### src/rtl/core/b64sd_pkg.sv
// Shared types, codes and the sextet lookup of the base64 stream decoder.
// No dependencies.
`timescale 1ns / 1ps

package b64sd_pkg;

    localparam logic [15:0] PAD_UNIT = 16'h003D;

    localparam logic [1:0] STATUS_OK        = 2'd0;
    localparam logic [1:0] STATUS_BAD_CHAR  = 2'd1;
    localparam logic [1:0] STATUS_BAD_LEN   = 2'd2;

    localparam logic [1:0] POS_LAST = 2'd3;

    // One queued transaction bundle: up to three bytes plus an optional close.
    typedef struct packed {
        logic [1:0]  status;
        logic        close;
        logic [2:0]  byte_en;   // bit 0 = first byte
        logic [23:0] bytes;     // first byte in [7:0]
    } job_t;

    // Bit 6 set marks a character outside the alphabet.
    function automatic logic [6:0] sextet_of(input logic [7:0] ch);
        logic [6:0] res;
        res = 7'd64;
        if (ch >= 8'h41 && ch <= 8'h5A)
        begin
            res = 7'(ch - 8'h41);
        end
        else if (ch >= 8'h61 && ch <= 8'h7A)
        begin
            res = 7'(ch - 8'h61 + 8'd26);
        end
        else if (ch >= 8'h30 && ch <= 8'h39)
        begin
            res = 7'(ch - 8'h30 + 8'd52);
        end
        else if (ch == 8'h2B || ch == 8'h2D)
        begin
            res = 7'd62;
        end
        else if (ch == 8'h2F || ch == 8'h5F)
        begin
            res = 7'd63;
        end
        return res;
    endfunction

endpackage

### src/rtl/core/b64sd_queue.sv
// Small job queue between the front and back parts of the decoder.
// Depends on b64sd_pkg (job_t).
`timescale 1ns / 1ps

module b64sd_queue #(
    parameter int DEPTH = 4
) (
    input  logic            clk,
    input  logic            rst_n,
    input  logic            push,
    input  b64sd_pkg::job_t push_data,
    input  logic            pop,
    output b64sd_pkg::job_t pop_data,
    output logic            full,
    output logic            empty
);

    localparam int PTR_W = (DEPTH > 1) ? $clog2(DEPTH) : 1;
    localparam int CNT_W = $clog2(DEPTH + 1);

    b64sd_pkg::job_t mem [DEPTH];

    logic [PTR_W-1:0] wr_ptr_reg, wr_ptr_next;
    logic [PTR_W-1:0] rd_ptr_reg, rd_ptr_next;
    logic [CNT_W-1:0] count_reg, count_next;

    assign full     = (count_reg == CNT_W'(DEPTH));
    assign empty    = (count_reg == '0);
    assign pop_data = mem[rd_ptr_reg];

    always_comb
    begin
        wr_ptr_next = wr_ptr_reg;
        rd_ptr_next = rd_ptr_reg;
        count_next  = count_reg;
        if (push)
        begin
            wr_ptr_next = (wr_ptr_reg == PTR_W'(DEPTH - 1)) ? '0 : wr_ptr_reg + 1'b1;
        end
        if (pop)
        begin
            rd_ptr_next = (rd_ptr_reg == PTR_W'(DEPTH - 1)) ? '0 : rd_ptr_reg + 1'b1;
        end
        if (push && !pop)
        begin
            count_next = count_reg + 1'b1;
        end
        else if (pop && !push)
        begin
            count_next = count_reg - 1'b1;
        end
    end

    always_ff @(posedge clk or negedge rst_n)
    begin
        if (!rst_n)
        begin
            wr_ptr_reg <= '0;
            rd_ptr_reg <= '0;
            count_reg  <= '0;
        end
        else
        begin
            wr_ptr_reg <= wr_ptr_next;
            rd_ptr_reg <= rd_ptr_next;
            count_reg  <= count_next;
        end
    end

    always_ff @(posedge clk)
    begin
        if (push)
        begin
            mem[wr_ptr_reg] <= push_data;
        end
    end

endmodule

### src/rtl/core/b64sd_front.sv
// Front part: accepts code units, maps them to sextets, tracks group state
// and builds one job per unit that causes results. Depends on b64sd_pkg.
`timescale 1ns / 1ps

module b64sd_front (
    input  logic            clk,
    input  logic            rst_n,
    input  logic            in_valid,
    output logic            in_ready,
    input  logic [15:0]     code_unit,
    input  logic            end_of_text,
    input  logic            queue_full,
    output logic            push,
    output b64sd_pkg::job_t job
);

    logic [1:0]  pos_reg, pos_next;
    logic [17:0] held_reg, held_next;
    logic        third_pad_reg, third_pad_next;
    logic        group_bad_reg, group_bad_next;
    logic        error_reg, error_next;

    logic        accept;
    logic        is_pad;
    logic        pad_ok;
    logic [6:0]  lookup;
    logic        bad_now;
    logic [5:0]  sx;
    logic        gb_all;
    logic        err_all;
    logic [5:0]  sa, sb, sc;

    assign in_ready = !queue_full;
    assign accept   = in_valid && in_ready;

    assign is_pad  = (code_unit == b64sd_pkg::PAD_UNIT);
    assign pad_ok  = pos_reg[1] && is_pad;
    assign lookup  = b64sd_pkg::sextet_of(code_unit[7:0]);
    assign bad_now = !pad_ok && lookup[6];
    assign sx      = (pad_ok || lookup[6]) ? 6'd0 : lookup[5:0];
    assign gb_all  = group_bad_reg || bad_now;
    assign err_all = error_reg || gb_all;

    assign sa = held_reg[17:12];
    assign sb = held_reg[11:6];
    assign sc = held_reg[5:0];

    always_comb
    begin
        pos_next       = pos_reg;
        held_next      = held_reg;
        third_pad_next = third_pad_reg;
        group_bad_next = group_bad_reg;
        error_next     = error_reg;
        job            = '0;
        job.bytes      = {sc[1:0], sx, sb[3:0], sc[5:2], sa, sb[5:4]};

        if (pos_reg != b64sd_pkg::POS_LAST)
        begin
            held_next      = {held_reg[11:0], sx};
            group_bad_next = gb_all;
            pos_next       = pos_reg + 2'd1;
            if (pos_reg == 2'd2)
            begin
                third_pad_next = is_pad;
            end
        end
        else
        begin
            error_next     = err_all;
            job.byte_en    = err_all ? 3'b000 : {!is_pad, !third_pad_reg, 1'b1};
            pos_next       = '0;
            held_next      = '0;
            third_pad_next = 1'b0;
            group_bad_next = 1'b0;
        end

        if (end_of_text)
        begin
            job.close = 1'b1;
            if (pos_reg != b64sd_pkg::POS_LAST)
            begin
                job.status = b64sd_pkg::STATUS_BAD_LEN;
            end
            else if (err_all)
            begin
                job.status = b64sd_pkg::STATUS_BAD_CHAR;
            end
            else
            begin
                job.status = b64sd_pkg::STATUS_OK;
            end
            pos_next       = '0;
            held_next      = '0;
            third_pad_next = 1'b0;
            group_bad_next = 1'b0;
            error_next     = 1'b0;
        end
    end

    assign push = accept && (job.close || (job.byte_en != 3'b000));

    always_ff @(posedge clk or negedge rst_n)
    begin
        if (!rst_n)
        begin
            pos_reg       <= '0;
            held_reg      <= '0;
            third_pad_reg <= 1'b0;
            group_bad_reg <= 1'b0;
            error_reg     <= 1'b0;
        end
        else if (accept)
        begin
            pos_reg       <= pos_next;
            held_reg      <= held_next;
            third_pad_reg <= third_pad_next;
            group_bad_reg <= group_bad_next;
            error_reg     <= error_next;
        end
    end

endmodule

### src/rtl/core/b64sd_back.sv
// Back part: takes queued jobs and sends their bytes, then the closing
// status, one per cycle while out_ready is high. Depends on b64sd_pkg.
`timescale 1ns / 1ps

module b64sd_back (
    input  logic            clk,
    input  logic            rst_n,
    input  logic            queue_empty,
    input  b64sd_pkg::job_t queue_data,
    output logic            pop,
    output logic            out_valid,
    input  logic            out_ready,
    output logic [7:0]      data_byte,
    output logic            byte_valid,
    output logic [1:0]      status,
    output logic            final_item
);

    b64sd_pkg::job_t cur_reg, cur_next, cur_upd;
    logic            cur_valid_reg, cur_valid_next;

    logic            out_valid_reg, out_valid_next;
    logic [7:0]      data_reg, data_next;
    logic            bvalid_reg, bvalid_next;
    logic [1:0]      status_reg, status_next;
    logic            last_reg, last_next;

    logic            advance;
    logic            done;

    assign advance = cur_valid_reg && (!out_valid_reg || out_ready);

    // Pick the next pending result of the current job.
    always_comb
    begin
        cur_upd     = cur_reg;
        data_next   = data_reg;
        bvalid_next = bvalid_reg;
        status_next = status_reg;
        last_next   = last_reg;
        priority if (cur_reg.byte_en[0])
        begin
            data_next          = cur_reg.bytes[7:0];
            bvalid_next        = 1'b1;
            status_next        = b64sd_pkg::STATUS_OK;
            last_next          = 1'b0;
            cur_upd.byte_en[0] = 1'b0;
        end
        else if (cur_reg.byte_en[1])
        begin
            data_next          = cur_reg.bytes[15:8];
            bvalid_next        = 1'b1;
            status_next        = b64sd_pkg::STATUS_OK;
            last_next          = 1'b0;
            cur_upd.byte_en[1] = 1'b0;
        end
        else if (cur_reg.byte_en[2])
        begin
            data_next          = cur_reg.bytes[23:16];
            bvalid_next        = 1'b1;
            status_next        = b64sd_pkg::STATUS_OK;
            last_next          = 1'b0;
            cur_upd.byte_en[2] = 1'b0;
        end
        else
        begin
            data_next     = 8'd0;
            bvalid_next   = 1'b0;
            status_next   = cur_reg.status;
            last_next     = 1'b1;
            cur_upd.close = 1'b0;
        end
    end

    assign done = (cur_upd.byte_en == 3'b000) && !cur_upd.close;
    assign pop  = !queue_empty && (!cur_valid_reg || (advance && done));

    always_comb
    begin
        cur_next       = cur_reg;
        cur_valid_next = cur_valid_reg;
        if (pop)
        begin
            cur_next       = queue_data;
            cur_valid_next = 1'b1;
        end
        else if (advance)
        begin
            cur_next       = cur_upd;
            cur_valid_next = !done;
        end

        out_valid_next = out_valid_reg;
        if (advance)
        begin
            out_valid_next = 1'b1;
        end
        else if (out_ready)
        begin
            out_valid_next = 1'b0;
        end
    end

    always_ff @(posedge clk or negedge rst_n)
    begin
        if (!rst_n)
        begin
            cur_valid_reg <= 1'b0;
            out_valid_reg <= 1'b0;
        end
        else
        begin
            cur_valid_reg <= cur_valid_next;
            out_valid_reg <= out_valid_next;
        end
    end

    always_ff @(posedge clk)
    begin
        cur_reg <= cur_next;
        if (advance)
        begin
            data_reg   <= data_next;
            bvalid_reg <= bvalid_next;
            status_reg <= status_next;
            last_reg   <= last_next;
        end
    end

    assign out_valid  = out_valid_reg;
    assign data_byte  = data_reg;
    assign byte_valid = bvalid_reg;
    assign status     = status_reg;
    assign final_item = last_reg;

endmodule

### src/rtl/core/base64_stream_decoder_top.sv
// Top level of the base64 stream decoder: front, job queue and back.
// Depends on b64sd_pkg, b64sd_front, b64sd_queue, b64sd_back.
//
//  channel   | dir | tdata                         | tuser       | tlast
//  ----------+-----+-------------------------------+-------------+------------
//  s_axis    | in  | [15:0] code_unit              | -           | end_of_text
//  m_axis    | out | [7:0] data_byte, [9:8] status | byte_valid  | final_item
//
// Flow: one code unit is accepted per cycle while the job queue has room;
// results leave one per cycle while m_axis_tready is high, so a group of
// four units gives up to four results (three bytes, plus the status on the
// last unit). The output register is the rate-setting port. The first
// result of a unit passes the queue write on the accepting edge, then the
// job register, then the output register.
// Reset: rst_n clears group state, queue pointers and valid flags at once.
// Stalls: m_axis_tready low backs up into the queue; s_axis_tready drops only
// when the queue is full.
`timescale 1ns / 1ps

module base64_stream_decoder_top #(
    parameter int QUEUE_DEPTH = 4
) (
    input  logic        clk,
    input  logic        rst_n,
    // input stream
    input  logic        s_axis_tvalid,
    output logic        s_axis_tready,
    input  logic [15:0] s_axis_tdata,   // [15:0] code_unit
    input  logic        s_axis_tlast,   // end_of_text
    // output stream
    output logic        m_axis_tvalid,
    input  logic        m_axis_tready,
    output logic [15:0] m_axis_tdata,   // [7:0] data_byte, [9:8] status, rest zero
    output logic        m_axis_tuser,   // [0] byte_valid
    output logic        m_axis_tlast    // final_item
);

    b64sd_pkg::job_t push_job;
    b64sd_pkg::job_t pop_job;
    logic            push;
    logic            pop;
    logic            q_full;
    logic            q_empty;
    logic [7:0]      data_byte;
    logic [1:0]      status;

    // Front: classifies each unit and builds the transaction bundle it causes.
    b64sd_front u_front (
        .clk         (clk),
        .rst_n       (rst_n),
        .in_valid    (s_axis_tvalid),
        .in_ready    (s_axis_tready),
        .code_unit   (s_axis_tdata),
        .end_of_text (s_axis_tlast),
        .queue_full  (q_full),
        .push        (push),
        .job         (push_job)
    );

    // Queue decouples the one-per-cycle input from the serialised output.
    b64sd_queue #(
        .DEPTH (QUEUE_DEPTH)
    ) u_queue (
        .clk       (clk),
        .rst_n     (rst_n),
        .push      (push),
        .push_data (push_job),
        .pop       (pop),
        .pop_data  (pop_job),
        .full      (q_full),
        .empty     (q_empty)
    );

    // Back: serialises bytes and the closing status into the output register.
    b64sd_back u_back (
        .clk         (clk),
        .rst_n       (rst_n),
        .queue_empty (q_empty),
        .queue_data  (pop_job),
        .pop         (pop),
        .out_valid   (m_axis_tvalid),
        .out_ready   (m_axis_tready),
        .data_byte   (data_byte),
        .byte_valid  (m_axis_tuser),
        .status      (status),
        .final_item  (m_axis_tlast)
    );

    assign m_axis_tdata = {6'd0, status, data_byte};

endmodule

### config.mk
export PLATFORM = sky130hd
export DESIGN_NAME = base64_stream_decoder_top
export DESIGN_NICKNAME = d
export VERILOG_FILES = /design/src/rtl/core/b64sd_pkg.sv /design/src/rtl/core/b64sd_queue.sv /design/src/rtl/core/b64sd_front.sv /design/src/rtl/core/b64sd_back.sv /design/src/rtl/core/base64_stream_decoder_top.sv
export SDC_FILE = /design/constraint.sdc
export NUM_CORES = 1
export LEC_CHECK = 0
export ABC_AREA = 1
export BUFFER_PORTS_ARGS = -buffer_cell sky130_fd_sc_hd__buf_2
export CORE_MARGIN = 3
export CORE_UTILIZATION = 63
export CTS_BUF_LIST = sky130_fd_sc_hd__clkbuf_8
export CTS_CLUSTER_DIAMETER = 30
export DETAILED_ROUTE_END_ITERATION = 10
export HOLD_SLACK_MARGIN = 0.03
export PLACE_DENSITY = 0.82
export SETUP_SLACK_MARGIN = 0.05
export SLEW_MARGIN = 40
export SYNTH_ARGS = -nofsm -noshare
export SYNTH_HDL_FRONTEND = slang
export SYNTH_SLANG_ARGS = --single-unit
### constraint.sdc
create_clock -name clk -period 3.3 [get_ports clk]
set_input_delay 0.495 -clock clk [delete_from_list [all_inputs] [get_ports clk]]
set_output_delay 0.495 -clock clk [all_outputs]
set_load 0.05 [all_outputs]
Word level (Yosys, flattened, before mapping)
Memories as Yosys holds them, arrays and structs flattened.
Index checks and enable logic that the tools add are counted.
Operators by class
  add/sub/neg operators: 10
  multiply operators: 0
  divide/modulo/power cells: 0
  $lt $le $gt $ge: 6
  equal/unequal tests: 12
  shifts and indexed selects: 0
  muxes and demuxes: 42
  bitwise gates (word level): 0
  reduce and logical (&&, ||, !) cells: 42
Operators with widths (number)
  $mux W18: 2
  $mux W7: 5
  $mux W30: 1
  $mux W28: 1
  $eq A8 B6 Y1 const B: 3
  $mux W8: 3
  $mux W3: 6
  $mux W1: 17
  $eq A16 B6 Y1 const B: 1
  $ge A8 B7 Y1 const B: 2
  $le A8 B7 Y1 const B: 2
  $sub A7 B7 Y7 const B: 2
  $logic_and A1 B1 Y1: 13
  $mux W2: 6
  $logic_not A1 Y1: 11
  $eq A8 B7 Y1 const B: 1
  $ge A8 B6 Y1 const B: 1
  $le A8 B6 Y1 const B: 1
  $logic_or A1 B1 Y1: 8
  $add A7 B5 Y7 const B: 1
  $add A7 B6 Y7 const B: 1
  $sub A7 B6 Y7 const B: 1
  $add A2 B1 Y2 const B: 3
  $eq A2 B2 Y1 const B: 3
  12 further kinds: 17
Word-level totals
  register bits: 74
  latch bits: 0
  bits in writable memories: 120
  memory bits (read-only): 0
  input port bits: 21
  output and inout port bits: 20
  word-level logic and storage cells: 131
  memories kept: 1
Memory list
  u_queue.mem: depth 4, bits a word 30, read ports 1, clocked after Yosys merged registers in 0, write ports 1, line b64sd_queue.sv:21  | b64sd_pkg::job_t mem [DEPTH];

Longest topological paths before layout
  word-level depth: 19
  depth in mapped cells: 23
  depth with buffers taken out: 23

By module
From an unflattened synthesis, not the netlist that was laid out.
Unflattened totals
  cell total of the unflattened synthesis: 834
  area total of the unflattened synthesis: 8942.3 um^2
By module, submodules not included
  b64sd_queue: instances 1, cells each 402, area each 5201.2 um^2
  b64sd_back: instances 1, cells each 180, area each 1949.4 um^2
  b64sd_front: instances 1, cells each 245, area each 1742.9 um^2
  base64_stream_decoder_top: instances 1, cells each 7, area each 48.8 um^2

Least setup slack after synthesis
OpenSTA, ideal clock, no wires.
  kind: input to register
  start point: input s_axis_tdata[2]
  end point: memory u_queue.mem[0][0] in the netlist's numbering (enable)
  arrival time: 2.619 ns
  required time: 2.907 ns
  setup slack: 0.288 ns
  stages: 15
  path buffers: 1
  path through: buf_4 inv_1 ha_1 nand2_1 nor2_2 nand2_2 nand3_2 clkinv_2 nand2_2 nand2_4 nand2_4 nand4_4 nand2_4 nand2_4 nor2_2
On the way
  longest elaborated chain between the ends: 17
  elaborated cells on any way between the ends: 39
  those cells by class: add/sub: 5; order compare: 6; eq/ne: 5; mux: 9; reduce/logical: 14
Ends and longest elaborated chain
  start, declared: line base64_stream_decoder_top.sv:28  | input logic [15:0] s_axis_tdata,
  branches (longest 10 deep; another with $sub A7 B6 Y7)
  $mux W3 (*): line b64sd_front.sv:71  | job.byte_en = err_all ? 3'b000 : {!is_pad, !third_pad_reg, 1'b1};
  $mux W3 (*): line b64sd_front.sv:58  | if (pos_reg != b64sd_pkg::POS_LAST)
  $reduce_bool A3 Y1 (*): line b64sd_front.sv:101  | assign push = accept && (job.close || (job.byte_en != 3'b000));
  $logic_or A1 B1 Y1 (*): line b64sd_front.sv:101
  $logic_and A1 B1 Y1 (*): line b64sd_front.sv:101
  $mux W1 (*): line b64sd_queue.sv:72  | if (push)
  $mux W1 (implied by the code) (*): line b64sd_queue.sv:74  | mem[wr_ptr_reg] <= push_data;
  end, declared: line b64sd_queue.sv:21
Every way passes the cells marked *.

Worst setup path in the final report
  start point: input s_axis_tdata[0]
  end point: register u_queue.count_reg[2]
On the way
  longest elaborated chain between the ends: 18
  elaborated cells on any way between the ends: 42
  those cells by class: add/sub: 5; order compare: 6; eq/ne: 5; mux: 8; reduce/logical: 18
Ends and longest elaborated chain
  branches (longest 10 deep; another with $sub A7 B6 Y7)
  $mux W3 (*): line b64sd_front.sv:71
  $mux W3 (*): line b64sd_front.sv:58
  $reduce_bool A3 Y1 (*): line b64sd_front.sv:101
  $logic_or A1 B1 Y1 (*): line b64sd_front.sv:101
  $logic_and A1 B1 Y1 (*): line b64sd_front.sv:101
  named net push: line base64_stream_decoder_top.sv:40  | logic push;
  $logic_not A1 Y1: line b64sd_queue.sv:48  | else if (pop && !push)
  $logic_and A1 B1 Y1: line b64sd_queue.sv:48
  $reduce_bool A2 Y1 (no line)
  end signal, assigned: line b64sd_queue.sv:66  | count_reg <= count_next;
  end, declared: line b64sd_queue.sv:25  | logic [CNT_W-1:0] count_reg, count_next;
Mark *: on every way through the listed nets, which the timed path passes.
A chain may end at the register's enable or synchronous reset.

==> impl_metrics.ini <==
[setup_path]
max_stage_delay_ns = 0.43
crit_buf_inv = 6
cp.arrival_ns = 3.10
cp-end-kind = flop
worstRegToRegCells = 12
crit_slowest_cell = fa_1
cpLargestDelayFamily = simple AND/OR/NAND/NOR gates
reg2reg_from = u_back.cur_reg[24]
crit_path_start_kind = input pin
worst-r2r-setup-slack_ns = 0.69
crit_type = in -> reg
cp_cell_sequence = buf_2 -> inv_1 -> ha_1 -> inv_1 -> nand2_1 -> nand2_1 -> nand2_1 -> nand2_2 -> clkinv_1 -> nand2_1 -> nand2_2 -> nand2_2 -> nand2_4 -> nand2_4 -> nand4_4 -> nand2_4 -> nand2_4 -> inv_1 -> ha_1 -> inv_1 -> fa_1 -> a21oi_1 -> o21ai_0 -> xnor2_1
crit_required_ns = 3.64
crit_fanout = 6
timing.rr.end = u_queue.count_reg[1]

[min_path]
whs_path_depth = 2
hp-start = m_axis_tready
hold-path-endpoint = u_back.out_valid
min_path_type = in -> reg

[floorplan]
initial_utilization_pct = 65.23
fp.dieArea_um2 = 14700
core_area_um2 = 12820
ioPinCount = 41
rows = 41
die_w_um = 121.2
die_h_um = 121.2

[grt]
grt_max_degree = 63
antenna_found_initial = 0
grt_pass1_vias = 5465
globalRouteOverflowTotal = 0
grt_use_total_pct = 24.63
grt_pass1_wl_um = 27040

[timing]
rsz0062_at_grt = no
timing.final.crit_period_ns = 2.760
finalCritPeriodShare_pct = 83.63
fin_skew_ns = 0.01974
worst_slack_ns = 0.5401
max_freq_mhz = 362.3
hold_slack_ns = 0.2596
setup_tns_ns = 0
relSlewSlack_pct = 52.68
tightest_slew_ns = 0.7098
hold_viol = 0
slew_violations = 0
setup_viol = 0

[finish]
n_fill_cell = 861
final_common_cell = edfxtp_1
drive_gt1_share_pct = 14.94
utilization_pct = 71.42
layout.nets = 808
mostFrequentLayoutCells = edfxtp_1 (162), nor2_1 (142), o21ai_0 (87), nand2_1 (65), inv_1 (56)
area_growth_pct = 9.498
antenna_cells = 0
fin_area_um2 = 9160
largest_register_ffs = 120

[pwr]
p_switching_uw = 2770
leakagePower_uw = 0.003541
pwr-share-comb_pct = 32.6
p_per_area_nw_per_um2 = 806.7
p_sw_share_pct = 37.49
p_int_uw = 4620
pwr-share-clk_pct = 19.7
seq_power_share_pct = 47.7
vdd_ir_drop_max_uv = 416.8

[detailed_routing]
vias = 5509
drtIter0Drc = 703
detail-route-antenna-nets = 0
wl_per_cell_um = 18.02
via_per_inst = 5.769
drc_errors = 0
wl_um = 17210
dr.pass1.iters = 7

[placement]
gp_congestion = 0.8390
place_area_um2 = 8760
hpwl_um = 10810
portBuffers = 34
dp_slack_ns = 0.06100

[clock_tree]
cts_sinks = 194
hold_buffers = 0
clockBufferDepth = 2
cts.clk_slew.worst_paths_ns = 0.10
cts_resized = 0
cts_root_buf = clkbuf_8
clock_latency_ns = 0.45
cts_setup_buffers = 0
cts_htree_levels = 4
cts_buffers = 17
cts_tree = built

[synth]
ys_types = 40
netlist_instances = 730
avgSynthCellArea_um2 = 11.46
ys_seq_area_share_pct = 67.72
syn_area_um2 = 8366
synth_seq_cells = 194
ys_warn_count = 0

[outcome]
status = finished, final reports clean

[flow_run]
cap_violations = 0
-- power by group through the flow --
| stage | registers, uW | logic [uW] | clock network [uW] |
|---|---|---|---|
| after floorplan | 3730 | 1500 | 0 |
| after global placement | 3550 | 2270 | 0 |
| after detailed placement | 3580 | 2370 | 0 |
| after CTS | 3520 | 2390 | 1480 |
| after global routing | 3570 | 2650 | 1580 |
| final | 3520 | 2410 | 1460 |
-- cell usage after synthesis --
cell	count	area [um^2]
edfxtp_1	162	4865
nor2_1	143	536.8
o21ai_0	87	435.4
nand2_1	65	244.0
inv_1	56	210.2
a21oi_1	35	175.2
dfrtp_1	32	800.8
clkbuf_1	23	86.33
ha_1	16	200.2
o22ai_1	14	87.58
nand3_1	13	65.06
a22oi_1	9	67.56
buf_4	8	60.06
nor2_2	7	43.79
o211ai_1	6	45.04
xor2_1	6	52.55
nand2_2	5	31.28
buf_6	4	45.04
inv_2	4	15.01
nand2_4	4	45.04
buf_2	3	15.01
nand3_2	3	30.03
nor3_1	3	15.01
xnor2_1	3	26.28
clkinv_1	2	7.510
nor2_4	2	22.52
nor4_1	2	12.51
a211oi_1	1	7.510
a31oi_1	1	6.260
a32o_1	1	10.01
clkinv_2	1	5.000
conb_1	1	3.750
fa_1	1	20.02
mux2_2	1	11.26
nand3b_1	1	7.510
nand4_4	1	21.27
nor3_2	1	10.01
o21ai_2	1	8.760
o31ai_1	1	7.510
or2_1	1	6.260
-- cell type report --
| type | count | area (um^2) | share of cell area, % |
|---|---|---|---|
| well taps | 172 | 215.2 | 2.349 |
| clock buffers | 19 | 261.5 | 2.855 |
| inverters | 63 | 237.7 | 2.595 |
| multi-input cells | 440 | 2277 | 24.86 |
| flip-flops and latches | 194 | 5667 | 61.86 |
| clock inverters | 13 | 126.4 | 1.380 |
| repair buffers | 54 | 375.4 | 4.098 |
-- worst max path at each step --
stage                          from                    to  slack, ns  cells after the start
detailed placement  s_axis_tdata[0]  u_queue.count_reg[2]       0.06                     24
global placement    s_axis_tdata[0]  u_queue.count_reg[2]       0.14                     24
finish              s_axis_tdata[0]  u_queue.count_reg[2]       0.54                     24
CTS                 s_axis_tdata[0]  u_queue.count_reg[2]       0.56                     24
global route        s_axis_tdata[0]  u_queue.count_reg[2]       0.32                     24
floorplan           s_axis_tdata[2]     u_queue.mem[0][0]       0.29                     15
-- per-stage QoR --
stage	total power [uW]	std cells
3_5_place_dp	5948	922
5_1_grt	7799	955
3_3_place_gp	5816	922
6_report	7390	955
4_1_cts	7386	954
2_1_floorplan	5236	735
-- worst register-to-register path: stages, from the launching register on --
cell	delay, ns
edfxtp_1	0.65
nor2_4	0.19
inv_2	0.06
nor2_4	0.10
inv_2	0.06
nand2_1	0.10
nand3b_1	0.09
o21ai_2	0.16
nand2_1	0.13
ha_1	0.21
inv_1	0.11
fa_1	0.40
mux2_2	0.27
-- layer usage --
metal / vias up / track usage, % / share of wire [%] / wire (um)
met1: 2615 / 30.57 / 39 / 6696
met5: - / 0 / 0 / 0
li1: 2573 / - / - / -
met3: 40 / 6.993 / 8.3 / 1431
met4: 0 / 10.78 / 2.2 / 385
met2: 281 / 40.71 / 51 / 8697
-- cell families (layout without fill, tap and decap cells) --
group | Yosys count | count (layout) | synth area share, %
compound gates | 156 | 156 | 10.17
xor+xnor | 9 | 9 | 0.9423
fa+ha+maj | 17 | 17 | 2.632
buf+inv | 101 | 149 | 5.309
flops | 194 | 194 | 67.72
mux | 1 | 1 | 0.1346
other cells | 1 | 6 | 0.04483
simple gates | 251 | 251 | 13.04
(Power assumes the default switching activity.)
